**config.mk**
```make
export PLATFORM = sky130hd
export DESIGN_NAME = ilpns_ctrl
export DESIGN_NICKNAME = d
export VERILOG_FILES = /design/src/hdl/ilpns_pkg.sv /design/src/hdl/ilpns_ctrl.sv
export VERILOG_INCLUDE_DIRS = /design/src /design/src/hdl
export SDC_FILE = /design/constraint.sdc
export NUM_CORES = 1
export LEC_CHECK = 0
export BUFFER_PORTS_ARGS = -buffer_cell sky130_fd_sc_hd__buf_2
export CAP_MARGIN = 20
export CELL_PAD_IN_SITES_DETAIL_PLACEMENT = 0
export CELL_PAD_IN_SITES_GLOBAL_PLACEMENT = 1
export CORE_MARGIN = 2
export CORE_UTILIZATION = 37
export DETAILED_ROUTE_END_ITERATION = 7
export GPL_TIMING_DRIVEN = 0
export PLACE_DENSITY = 0.9
export SYNTH_ARGS = -nofsm -noshare
export SYNTH_HDL_FRONTEND = slang
export SYNTH_SLANG_ARGS = --single-unit
```
**constraint.sdc**
```tcl
create_clock -name clk -period 2.1 [get_ports clk]
set_clock_uncertainty 0.1 [all_clocks]
set_input_delay 0 -clock clk [delete_from_list [all_inputs] [get_ports clk]]
set_output_delay 0 -clock clk [all_outputs]
set_load 0.05 [all_outputs]
```
**src/hdl/inner_lagrange_point_newton_solver_defines.svh**
```systemverilog
// Assertion macros for the inner Lagrange point solver.
`ifndef INNER_LAGRANGE_POINT_NEWTON_SOLVER_DEFINES_SVH
`define INNER_LAGRANGE_POINT_NEWTON_SOLVER_DEFINES_SVH

`ifndef SYNTHESIS
`define ILP_ASSERT(name, prop) \
	name: assert property (@(posedge clk) disable iff (!arst_n) prop) \
		else $error("ilpns assertion failed");
`define ILP_ASSERT_NEVER(name, cond) \
	name: assert property (@(posedge clk) disable iff (!arst_n) !(cond)) \
		else $error("ilpns forbidden condition");
`else
`define ILP_ASSERT(name, prop)
`define ILP_ASSERT_NEVER(name, cond)
`endif

`endif

```
**src/hdl/ilpns_pkg.sv**
```systemverilog
package ilpns_pkg;

	localparam logic signed [63:0] SMAX  = 64'sh7FFF_FFFF_FFFF_FFFF;
	localparam logic [63:0]        ONE48 = 64'h0001_0000_0000_0000;
	localparam logic [63:0]        QONE  = 64'h0000_0000_0001_0000;

	localparam logic [0:0] CFG_MAX_ITER = 1'b0;
	localparam logic [0:0] CFG_STEP_TOL = 1'b1;

	typedef struct packed {
		logic               kind;
		logic [31:0]        mass_ratio;
		logic signed [31:0] spin_factor;
	} in_t;

	typedef struct packed {
		logic [30:0] position;
		logic [1:0]  status;
		logic [9:0]  iterations_used;
	} out_t;

	typedef enum logic [1:0] {
		ST_OK     = 2'd0,
		ST_QZERO  = 2'd1,
		ST_NOCONV = 2'd2
	} stat_t;

	typedef enum logic {
		MS_SSQ,
		MS_HORNER
	} msel_t;

	typedef enum logic [1:0] {
		DS_MU,
		DS_X0,
		DS_STEP
	} dsel_t;

	typedef enum logic [3:0] {
		S_IDLE,
		S_QCHK,
		S_SSQ,
		S_MU,
		S_X0,
		S_TEST,
		S_HMUL,
		S_HWAIT,
		S_PEND,
		S_STEP,
		S_FIN
	} state_t;

	typedef struct packed {
		logic       load;
		logic       mul_go;
		msel_t      mul_sel;
		logic       div_go;
		dsel_t      div_sel;
		logic       ssq_we;
		logic       mu_we;
		logic       x0_we;
		logic       acc_init;
		logic       acc_mac;
		logic [2:0] coef_idx;
		logic       deriv;
		logic       f_we;
		logic       x_upd;
		logic       fin;
		stat_t      fin_stat;
	} cmd_t;

	typedef struct packed {
		logic q_zero;
		logic mul_done;
		logic div_done;
		logic cont;
		logic at_limit;
		logic df_zero;
	} sts_t;

	function automatic logic signed [63:0] sat_add(
		input logic signed [63:0] a,
		input logic signed [63:0] b
	);
		logic signed [64:0] s;
		logic signed [63:0] r;
		s = {a[63], a} + {b[63], b};
		if (s > $signed({1'b0, SMAX}))
			r = SMAX;
		else if (s < -$signed({1'b0, SMAX}))
			r = -SMAX;
		else
			r = s[63:0];
		return r;
	endfunction

	function automatic logic signed [63:0] fmul_fin(
		input logic [127:0] p,
		input logic         neg
	);
		logic [63:0] m;
		m = (|p[127:111]) ? SMAX : {1'b0, p[110:48]};
		return neg ? -$signed(m) : $signed(m);
	endfunction

endpackage

```
**src/hdl/ilpns_ctrl.sv**
```systemverilog
`include "inner_lagrange_point_newton_solver_defines.svh"

module ilpns_ctrl import ilpns_pkg::*; (
	input  logic clk,
	input  logic arst_n,
	input  logic in_valid,
	output logic in_ready,
	output logic out_valid,
	input  logic out_ready,
	input  sts_t sts,
	output cmd_t cmd
);

	state_t     state_q, state_n;
	logic [2:0] k_q, k_n;
	logic       deriv_q, deriv_n;
	stat_t      stat_q, stat_n;
	logic       out_valid_q;

	always_ff @(posedge clk or negedge arst_n) begin
		if (!arst_n) begin
			state_q     <= S_IDLE;
			k_q         <= '0;
			deriv_q     <= 1'b0;
			stat_q      <= ST_OK;
			out_valid_q <= 1'b0;
		end else begin
			state_q <= state_n;
			k_q     <= k_n;
			deriv_q <= deriv_n;
			stat_q  <= stat_n;
			if (cmd.fin)
				out_valid_q <= 1'b1;
			else if (out_ready)
				out_valid_q <= 1'b0;
		end
	end

	always_comb begin
		state_n      = state_q;
		k_n          = k_q;
		deriv_n      = deriv_q;
		stat_n       = stat_q;
		in_ready     = 1'b0;
		cmd          = '0;
		cmd.mul_sel  = MS_HORNER;
		cmd.div_sel  = DS_STEP;
		cmd.fin_stat = stat_q;
		cmd.coef_idx = k_q;
		cmd.deriv    = deriv_q;
		unique case (state_q)
			S_IDLE: begin
				in_ready = 1'b1;
				if (in_valid) begin
					cmd.load = 1'b1;
					state_n  = S_QCHK;
				end
			end
			S_QCHK: begin
				if (sts.q_zero) begin
					stat_n  = ST_QZERO;
					state_n = S_FIN;
				end else begin
					cmd.mul_go  = 1'b1;
					cmd.mul_sel = MS_SSQ;
					state_n     = S_SSQ;
				end
			end
			S_SSQ: begin
				if (sts.mul_done) begin
					cmd.ssq_we  = 1'b1;
					cmd.div_go  = 1'b1;
					cmd.div_sel = DS_MU;
					state_n     = S_MU;
				end
			end
			S_MU: begin
				if (sts.div_done) begin
					cmd.mu_we   = 1'b1;
					cmd.div_go  = 1'b1;
					cmd.div_sel = DS_X0;
					state_n     = S_X0;
				end
			end
			S_X0: begin
				if (sts.div_done) begin
					cmd.x0_we = 1'b1;
					state_n   = S_TEST;
				end
			end
			S_TEST: begin
				if (sts.cont) begin
					cmd.acc_init = 1'b1;
					cmd.coef_idx = 3'd6;
					cmd.deriv    = 1'b0;
					k_n          = 3'd5;
					deriv_n      = 1'b0;
					state_n      = S_HMUL;
				end else begin
					stat_n  = sts.at_limit ? ST_NOCONV : ST_OK;
					state_n = S_FIN;
				end
			end
			S_HMUL: begin
				cmd.mul_go = 1'b1;
				state_n    = S_HWAIT;
			end
			S_HWAIT: begin
				if (sts.mul_done) begin
					cmd.acc_mac = 1'b1;
					if (k_q == 3'd1) begin
						state_n = S_PEND;
					end else begin
						k_n     = k_q - 3'd1;
						state_n = S_HMUL;
					end
				end
			end
			S_PEND: begin
				if (!deriv_q) begin
					cmd.f_we     = 1'b1;
					cmd.acc_init = 1'b1;
					cmd.coef_idx = 3'd5;
					cmd.deriv    = 1'b1;
					k_n          = 3'd4;
					deriv_n      = 1'b1;
					state_n      = S_HMUL;
				end else if (sts.df_zero) begin
					stat_n  = ST_NOCONV;
					state_n = S_FIN;
				end else begin
					cmd.div_go = 1'b1;
					state_n    = S_STEP;
				end
			end
			S_STEP: begin
				if (sts.div_done) begin
					cmd.x_upd = 1'b1;
					state_n   = S_TEST;
				end
			end
			S_FIN: begin
				if (!out_valid_q || out_ready) begin
					cmd.fin = 1'b1;
					state_n = S_IDLE;
				end
			end
			default: state_n = S_IDLE;
		endcase
	end

	assign out_valid = out_valid_q;

	`ILP_ASSERT_NEVER(a_one_unit, cmd.mul_go && cmd.div_go)
	`ILP_ASSERT(a_upd_after_div, cmd.x_upd |-> sts.div_done)
	`ILP_ASSERT(a_mul_latency, cmd.mul_go |=> !sts.mul_done)

endmodule

```
==> impl_metrics.toml, run 1 <==
[die]
num_rows = 19
io_pins = 32
die_area_sq_um = 3310
coreArea_sq_um = 2730
die_h_um = 57.5
start_util_pct = 38.8
die_x_um = 57.5

[finish]
n_fill_cell = 261
seq_area_sq_um = 277
insertedDiodeCount = 0
final_core_util_pct = 49.7
syn2layout_area_growth_pct = 28.3
num-nets-final = 174
layout_commonest_cell = "buf_2"
multiInputGateArea_sq_um = 767
final_cell_area_sq_um = 1360
layout_common_cells = "buf_2 (33), nor2_1 (11), dfrtp_1 (10)"
final_layout_size_suffix_gt1_share_pct = 37.9

[setup_path]
crit_chain = "buf_4, or4_1, a31oi_4, nor3_2, mux2_4"
end_kind = "flip-flop"
setup.worst_path.class = "flip-flop to flip-flop"
critPathSlowestCell = "or4_1"
critPathBufInv = 1
crit_family = "simple AND/OR/NAND/NOR gates"
start_kind = "flip-flop"
arrival_ns = 2.12
critPathRequiredTime_ns = 2.18
path_max_fanout = 19
slowest_delay_ns = 0.56

[route]
vias = 1085
via_per_inst = 5.65
routed_wl_um = 2930
dr.pass1.iters = 4
wl_per_cell_um = 15.2
dr.first_iter.drc_count = 24
drc = 0
ant_nets = 0

[cts]
cts_setup_buffers = 0
cts-buffers-inserted = 3
cts.path.max_buffers = 2
clock_sinks = 11
clkTransAtPathRegs_ns = 0.09
clock_latency_ns = 0.28
root_buffer = "clkbuf_4"
htreeDepth = 1
cts_tree = "built"

[grt]
grt_start_max_net_pins = 20
grt.busiest_layer = "met2"
antenna_found_initial = 0
grt_use_total_pct = 17.9
grt_use_met2_pct = 28.4
grt_use_met3_pct = 4.31
grt_pass1_vias = 967
met1_usage_pct = 25.1
grt_first_pass_wirelength_um = 4700
grt-ovfl-total = 0

[timing]
tightestPinTransition_ns = 0.470
setup_tns_ns = 0
maxSlewViolCount = 0
fmax_ghz = 0.490
period_needed_ns = 2.04
max_slew_margin_pct = 68.4
min_period_over_period_pct = 97.2
hold_violations = 0
finalWorstSetupSlack_ns = 0.0590
rsz0062_at_grt = "false"
setup_viol = 0

[power]
finalPower_w = 0.00224
ir_drop_uv = 1070
p_leak_nw = 0.627
power_density_nw_per_um2 = 1650

[synthesis]
synth_area_sq_um = 1060
yosysWarnings = 0
ys_top_cells_by_area = "dfrtp_1 (26%), nor2_1 (4.6%), mux2_2 (4.3%)"
synth_top_area_share_pct = 26.0
yosysUniqueCellTypes = 47
synth_top_area_cell = "dfrtp_1"
synth_nets = 137
synth_seq_cells = 11
netlist_instances = 125
syn_area_per_cell_sq_um = 8.48
seq_area_frac_synth_pct = 26.0

[placed_design]
pre_cts_ws_ns = -0.0146
gp_congestion = 0.961
port_buffers = 31
hpwl_um = 2250
placed_area_sq_um = 1280

[job]
cap_violations = 0

[status]
status = "complete, no violations"

[hold_path]
hold_class = "input pin to async pin"
==> worst reg2reg max path: cells and delay by family (launching register included) <==
family          cells  cell delay [ns]
compound gates      1             0.21
flops               1             0.44
buf+inv             1             0.23
simple gates        2             0.65
mux                 1             0.31
==> state kept, by name, summed over array words and instances (netlist names) <==
signal	flops
deriv_q	1
state_q	4
out_valid	1
k_q	3
stat_q	2
==> repair_timing <==
item                       in CTS  in global routing
setup endpoints to repair       8                 12
resized for setup               1                 12
pin swaps                       0                  0
hold endpoints to repair       13                  0
hold buffers                    3                  0
==> synthesized netlist by cell type (all sizes together) <==
library cell and n:
nor4 2, clkbuf 4, a21oi 8, inv 4, a2bb2oi 2, nand3 3
a31oi 2, o31ai 1, nor3 2, and4b 1, nor2 13, and3b 2
o22ai 1, or3b 1, a311oi 1, a21o 2, nand2b 6, or4b 3
nor2b 5, a211oi 2, or4bb 2, and3 4, o21bai 1, o22a 1
nand4b 2, nand4 1, nand4bb 2, o311ai 2, mux2 5, dfrtp 11
ha 2, nand3b 1, or4 1, nand2 9, nor3b 2, and2 3
buf 5, o21ai 4, and4 1, a31o 1
==> path summary, 6_finish.rpt <==
| path | end | from | cells past startpoint | slack, ns |
|---|---|---|---|---|
| hold / removal | state_q[3]$_DFFE_PN0P_ | arst_n | 2 | 0.01 |
| hold reg to reg | k_q[1]$_DFFE_PN0P_ | k_q[1]$_DFFE_PN0P_ | 1 | 0.42 |
| min in group clk | deriv_q$_DFFE_PN0P_ | sts[2] | 4 | 0.03 |
| setup / recovery | state_q[2]$_DFFE_PN0P_ | state_q[0]$_DFFE_PN0P_ | 5 | 0.06 |
| max in group asynchronous | state_q[2]$_DFFE_PN0P_ | arst_n | 2 | 1.66 |
| setup reg to reg | state_q[2]$_DFFE_PN0P_ | state_q[0]$_DFFE_PN0P_ | 5 | 0.06 |
==> cells by family after synthesis <==
kind of cell               Yosys count  share of synthesized area [%]
AOI/OAI and AO/OA                   28                           19.2
adders and majority gates            2                           2.36
buffers and inverters               13                           6.49
DFF                                 11                           26.0
muxes                                5                           5.67
and+or+nand+nor                     66                           40.3
==> area by class of cell <==
| type | count | share of cell area [%] |
|---|---|---|
| buffer | 7 | 3.77 |
| clock buffer | 4 | 1.93 |
| inverter | 4 | 1.10 |
| multi-input combinational | 101 | 56.4 |
| sequential | 11 | 20.3 |
| tap | 31 | 2.85 |
| timing repair buffer | 34 | 13.6 |
==> where the power goes <==
| group | leakage, nW | internal [W] | switching, W |
|---|---|---|---|
| combinational | 0.482 | 0.000587 | 0.00109 |
| clock | 0.0150 | 0.0000738 | 0.0000860 |
| sequential | 0.129 | 0.000306 | 0.0000962 |
| total | 0.627 | 0.000967 | 0.00128 |
==> metal layers <==
| layer | share of wire, % | wire [um] |
|---|---|---|
| met3 | 4.2 | 122 |
| met1 | 44 | 1300 |
| met2 | 51 | 1490 |
| met5 | 0 | 0 |
| met4 | 0.62 | 18 |
==> through the flow <==
step / hold WS (ns) / cells
2_1_floorplan: -0.396 / 125
3_3_place_gp: -0.200 / 187
3_5_place_dp: -0.197 / 187
4_1_cts: 0.0390 / 192
5_1_grt: 0.0437 / 192
6_report: 0.0140 / 192
No activity file was read; power rests on OpenSTA's default activity.
==> run 2, diff against run 1 <==
--- a/config.mk
+++ b/config.mk
@@ -6,7 +6,7 @@
 export SDC_FILE = /design/constraint.sdc
 export NUM_CORES = 1
 export LEC_CHECK = 0
-export BUFFER_PORTS_ARGS = -buffer_cell sky130_fd_sc_hd__buf_2
+export BUFFER_PORTS_ARGS = -buffer_cell sky130_fd_sc_hd__buf_4
 export CAP_MARGIN = 20
 export CELL_PAD_IN_SITES_DETAIL_PLACEMENT = 0
 export CELL_PAD_IN_SITES_GLOBAL_PLACEMENT = 1
==> impl_metrics.toml, run 2 (synthesis gave the netlist of run 1 again) <==
[finish]
layout_commonest_cell = "buf_4"
largest_register_ffs = 4
layout_common_cells = "buf_4 (33), nor2_1 (12), dfrtp_1 (10)"
num-nets-final = 176
final_layout_size_suffix_gt1_share_pct = 37.4
regMostFlops = "state_q"
largestRegisters = "state_q (4), k_q (3), stat_q (2)"
insertedDiodeCount = 0
syn2layout_area_growth_pct = 36.1

[die]
die_h_um = 57.5
io_pins = 32
start_util_pct = 38.8
die_area_sq_um = 3310
die_x_um = 57.5
coreArea_sq_um = 2730
num_rows = 19

[cts]
cts_setup_buffers = 0
cts-buffers-inserted = 3
clkTransAtPathRegs_ns = 0.08
cts.path.max_buffers = 2
clock_sinks = 11
clock_latency_ns = 0.28
cts_tree = "built"
root_buffer = "clkbuf_4"
htreeDepth = 1

[route]
wl_per_cell_um = 15.3
via_per_inst = 5.85
dr.pass1.iters = 4
drc = 0
dr.first_iter.drc_count = 15
vias = 1134
ant_nets = 0
routed_wl_um = 2980

[setup_path]
r2r-end = "state_q[2]$_DFFE_PN0P_"
path_max_fanout = 19
arrival_ns = 2.07
reg2reg_from = "state_q[0]$_DFFE_PN0P_"
r2r_slack_ns = 0.09
setup.worst_path.class = "flip-flop to flip-flop"
r2r_cells = 5
start_kind = "flip-flop"
end_kind = "flip-flop"
critPathRequiredTime_ns = 2.17

[grt]
grt_first_pass_wirelength_um = 4840
antenna_found_initial = 0
grt_pass1_vias = 1035
grt_start_max_net_pins = 20
grt_use_total_pct = 18.9
grt-ovfl-total = 0

[job]
cap_violations = 0

[timing]
setup_viol = 0
max_slew_margin_pct = 66.2
hold_slack_ns = 0.0251
hold_violations = 0
tightestPinTransition_ns = 0.505
fmax_ghz = 0.499
maxSlewViolCount = 0
rsz0062_at_grt = "false"
setup_tns_ns = 0
period_needed_ns = 2.01
min_period_over_period_pct = 95.5

[hold_path]
hold_depth = 4
hold_class = "input pin to flip-flop"
hold_path.startpoint = "sts[2]"
hold_end = "deriv_q$_DFFE_PN0P_"

[placed_design]
gp_congestion = 0.892
hpwl_um = 2330
port_buffers = 31

[status]
status = "complete, no violations"

[power]
ir_drop_uv = 984
p_leak_nw = 0.649
power_density_nw_per_um2 = 1600
[run 2: routing by layer]
layer	track usage [%]	wire length (um)	vias up
li1	-	-	539
met1	25.9	1330	554
met2	29.7	1430	32
met3	4.31	132	9
met4	5.65	76	0
met5	0	0	-
[run 2: what timing repair did]
item,in CTS,in global routing
gates resized for setup,3,10
endpoints found under the hold margin,13,0
pin swaps,0,0
hold buffers,4,0
endpoints found under the setup margin,8,11
[run 2: how the worst max path moves through the flow]
stage | from | cells after the start | endpoint
after detailed placement | state_q[0]$_DFFE_PN0P_ | 7 | cmd[18]
after CTS | state_q[1]$_DFFE_PN0P_ | 6 | cmd[18]
final | state_q[0]$_DFFE_PN0P_ | 5 | state_q[2]$_DFFE_PN0P_
after global placement | state_q[0]$_DFFE_PN0P_ | 7 | cmd[18]
after floorplan | state_q[0]$_DFFE_PN0P_ | 6 | cmd[18]
after global routing | state_q[0]$_DFFE_PN0P_ | 6 | cmd[18]
[run 2: worst max-delay path, cell delays in order, from the launching register on]
cell and delay, ns:
dfrtp_1 0.45, buf_6 0.20, or4_1 0.52, a31oi_2 0.24
nor3_2 0.09, mux2_4 0.30
[run 2: through the flow]
step | instances | setup slack (ns) | util, % | instance area [sq um] | total power [W]
5_1_grt | 194 | 0.0299 | 52.8 | 1440 | 0.00245
2_1_floorplan | 125 | -0.0262 | - | 1090 | 0.00170
3_5_place_dp | 187 | 0.0361 | 49.7 | 1360 | 0.00211
3_3_place_gp | 187 | 0.0868 | 49.7 | 1360 | 0.00210
6_report | 194 | 0.0948 | 52.8 | 1440 | 0.00231
4_1_cts | 194 | 0.0119 | 52.1 | 1430 | 0.00228
[run 2: power breakdown]
group / internal, W / leakage, nW / switching (W)
Combinational: 0.000664 / 0.505 / 0.00108
Clock: 0.0000739 / 0.0150 / 0.0000820
Sequential: 0.000306 / 0.129 / 0.0000974
[run 2: area by class of cell]
cell class	instances	area, sq um
Fill cell	270	1290
Multi-Input combinational cell	101	751
Sequential cell	11	277
Timing Repair Buffer	35	273
Buffer	8	62.6
Tap cell	31	38.8
Clock buffer	4	26.3
Inverter	4	15.0
==> run 3, diff against run 2 <==
--- a/config.mk
+++ b/config.mk
@@ -14,6 +14,7 @@
 export CORE_UTILIZATION = 37
 export DETAILED_ROUTE_END_ITERATION = 7
 export GPL_TIMING_DRIVEN = 0
+export MAX_ROUTING_LAYER = met4
 export PLACE_DENSITY = 0.9
 export SYNTH_ARGS = -nofsm -noshare
 export SYNTH_HDL_FRONTEND = slang
==> impl_metrics.toml, run 3 (synthesis gave the netlist of run 1 again) <==
[placed_design]
hpwl_um = 2330
pre_cts_ws_ns = 0.0824
port_buffers = 31
placed_area_sq_um = 1360
gp_congestion = 0.939

[timing]
finalWorstSetupSlack_ns = 0.0822
hold_slack_ns = 0.0182
fmax_ghz = 0.496
max_slew_margin_pct = 63.5
maxSlewViolCount = 0
rsz0062_at_grt = "false"
tightestPinTransition_ns = 0.545
min_period_over_period_pct = 96.1
hold_violations = 0
setup_viol = 0
period_needed_ns = 2.02

[setup_path]
r2r_slack_ns = 0.11
setup.worst_path.class = "flip-flop to output port"
crit_chain = "buf_4, or4b_1, a21o_1, inv_1, buf_4"
r2r_cells = 6
cp_common_cell = "buf_4"
slowest_delay_ns = 0.51
end_kind = "output port"
reg2reg_from = "state_q[0]$_DFFE_PN0P_"
critPathRequiredTime_ns = 2.00
r2r-end = "state_q[3]$_DFFE_PN0P_"
start_kind = "flip-flop"
critPathSlowestCell = "or4b_1"
critPathBufInv = 3
crit_family = "simple AND/OR/NAND/NOR gates"
arrival_ns = 1.92
path_max_fanout = 5

[cts]
cts.path.max_buffers = 2
clkTransAtPathRegs_ns = 0.09
cts_tree = "built"
root_buffer = "clkbuf_4"
cts-buffers-inserted = 3
clock_latency_ns = 0.29
htreeDepth = 1
clock_sinks = 11

[grt]
grt_use_total_pct = 19.9
grt_start_max_net_pins = 20
grt_first_pass_wirelength_um = 5030
grt-ovfl-total = 0
antenna_found_initial = 0
grt_pass1_vias = 1077

[die]
die_area_sq_um = 3310
coreArea_sq_um = 2730
start_util_pct = 38.8
die_h_um = 57.5
io_pins = 32
die_x_um = 57.5
num_rows = 19

[route]
dr.pass1.iters = 4
wl_per_cell_um = 15.3
via_per_inst = 5.77
routed_wl_um = 2970
vias = 1119
drc = 0
ant_nets = 0
dr.first_iter.drc_count = 40

[finish]
multiInputGateArea_sq_um = 747
final_cell_area_sq_um = 1440
final_layout_size_suffix_gt1_share_pct = 37.4
seq_area_sq_um = 277
insertedDiodeCount = 0
layout_commonest_cell = "buf_4"
layout_common_cells = "buf_4 (34), nor2_1 (11), dfrtp_1 (10)"
n_fill_cell = 265
largestRegisters = "state_q (4), k_q (3), stat_q (2)"
regMostFlops = "state_q"
largest_register_ffs = 4
syn2layout_area_growth_pct = 35.7
final_core_util_pct = 52.6
num-nets-final = 176

[hold_path]
hold_path.startpoint = "sts[2]"
hold_end = "deriv_q$_DFFE_PN0P_"
hold_class = "input pin to flip-flop"
hold_depth = 4

[status]
status = "complete, no violations"

[power]
p_switching_w = 0.00127
swShare_pct = 55.0
p_clk_share_pct = 6.8
p_comb_share_pct = 76.0
p_seq_share_pct = 17.2
finalPower_w = 0.00231
power_density_nw_per_um2 = 1610
ir_drop_uv = 826
p_leak_nw = 0.651
intPower_w = 0.00104

[job]
cap_violations = 0
[run 3: stage by stage]
stage / setup TNS (ns) / std cells
final: 0 / 194
after global routing: 0 / 194
after CTS: 0 / 193
after detailed placement: 0 / 187
after global placement: 0 / 187
after floorplan: -0.0282 / 125
[run 3: layer usage]
metal,wire (um),up-vias,global-route usage (%)
met4,53,0,3.99
met3,266,4,5.22
met5,0,-,-
met1,1250,527,25.7
li1,-,540,-
met2,1400,48,31.3
[run 3: area by class of cell]
type                            instances  share of cell area, %
Tap cell                               31                   2.70
Sequential cell                        11                   19.2
Clock inverter                          1                  0.348
Timing Repair Buffer                   36                   19.5
Buffer                                  7                   3.66
Clock buffer                            3                   1.57
Inverter                                4                   1.04
Multi-Input combinational cell        101                   52.0
[run 3: power groups by stage]
stage	combinational, W	sequential (W)	clock (W)
2_1_floorplan	0.00124	0.000461	0
3_3_place_gp	0.00169	0.000401	0
3_5_place_dp	0.00171	0.000402	0
4_1_cts	0.00172	0.000398	0.000160
5_1_grt	0.00188	0.000411	0.000176
6_report	0.00175	0.000396	0.000157
[run 3: tightest hold or removal path, delay by kind of cell]
family	cells	cell delay [ns]
buf+inv	1	0.10
simple gates	3	0.27
[run 3: how the worst max path moves through the flow]
stage,slack [ns],from,to,depth (start not counted)
2_1_floorplan,-0.03,state_q[0]$_DFFE_PN0P_,cmd[18],6
3_3_place_gp,0.11,state_q[0]$_DFFE_PN0P_,cmd[18],7
3_5_place_dp,0.08,state_q[0]$_DFFE_PN0P_,cmd[18],7
4_1_cts,0.02,state_q[1]$_DFFE_PN0P_,cmd[18],6
5_1_grt,0.0004,state_q[0]$_DFFE_PN0P_,state_q[3]$_DFFE_PN0P_,6
6_report,0.08,state_q[2]$_DFFE_PN0P_,cmd[10],5
[run 3: what timing repair did]
item | in CTS | in global routing
buffers inserted | 0 | 1
hold buffers | 4 | 0
cloned | 0 | 0
hold endpoints to repair | 13 | 0
resized for setup | 1 | 7
endpoints found under the setup margin | 8 | 14
pin swaps | 0 | 1
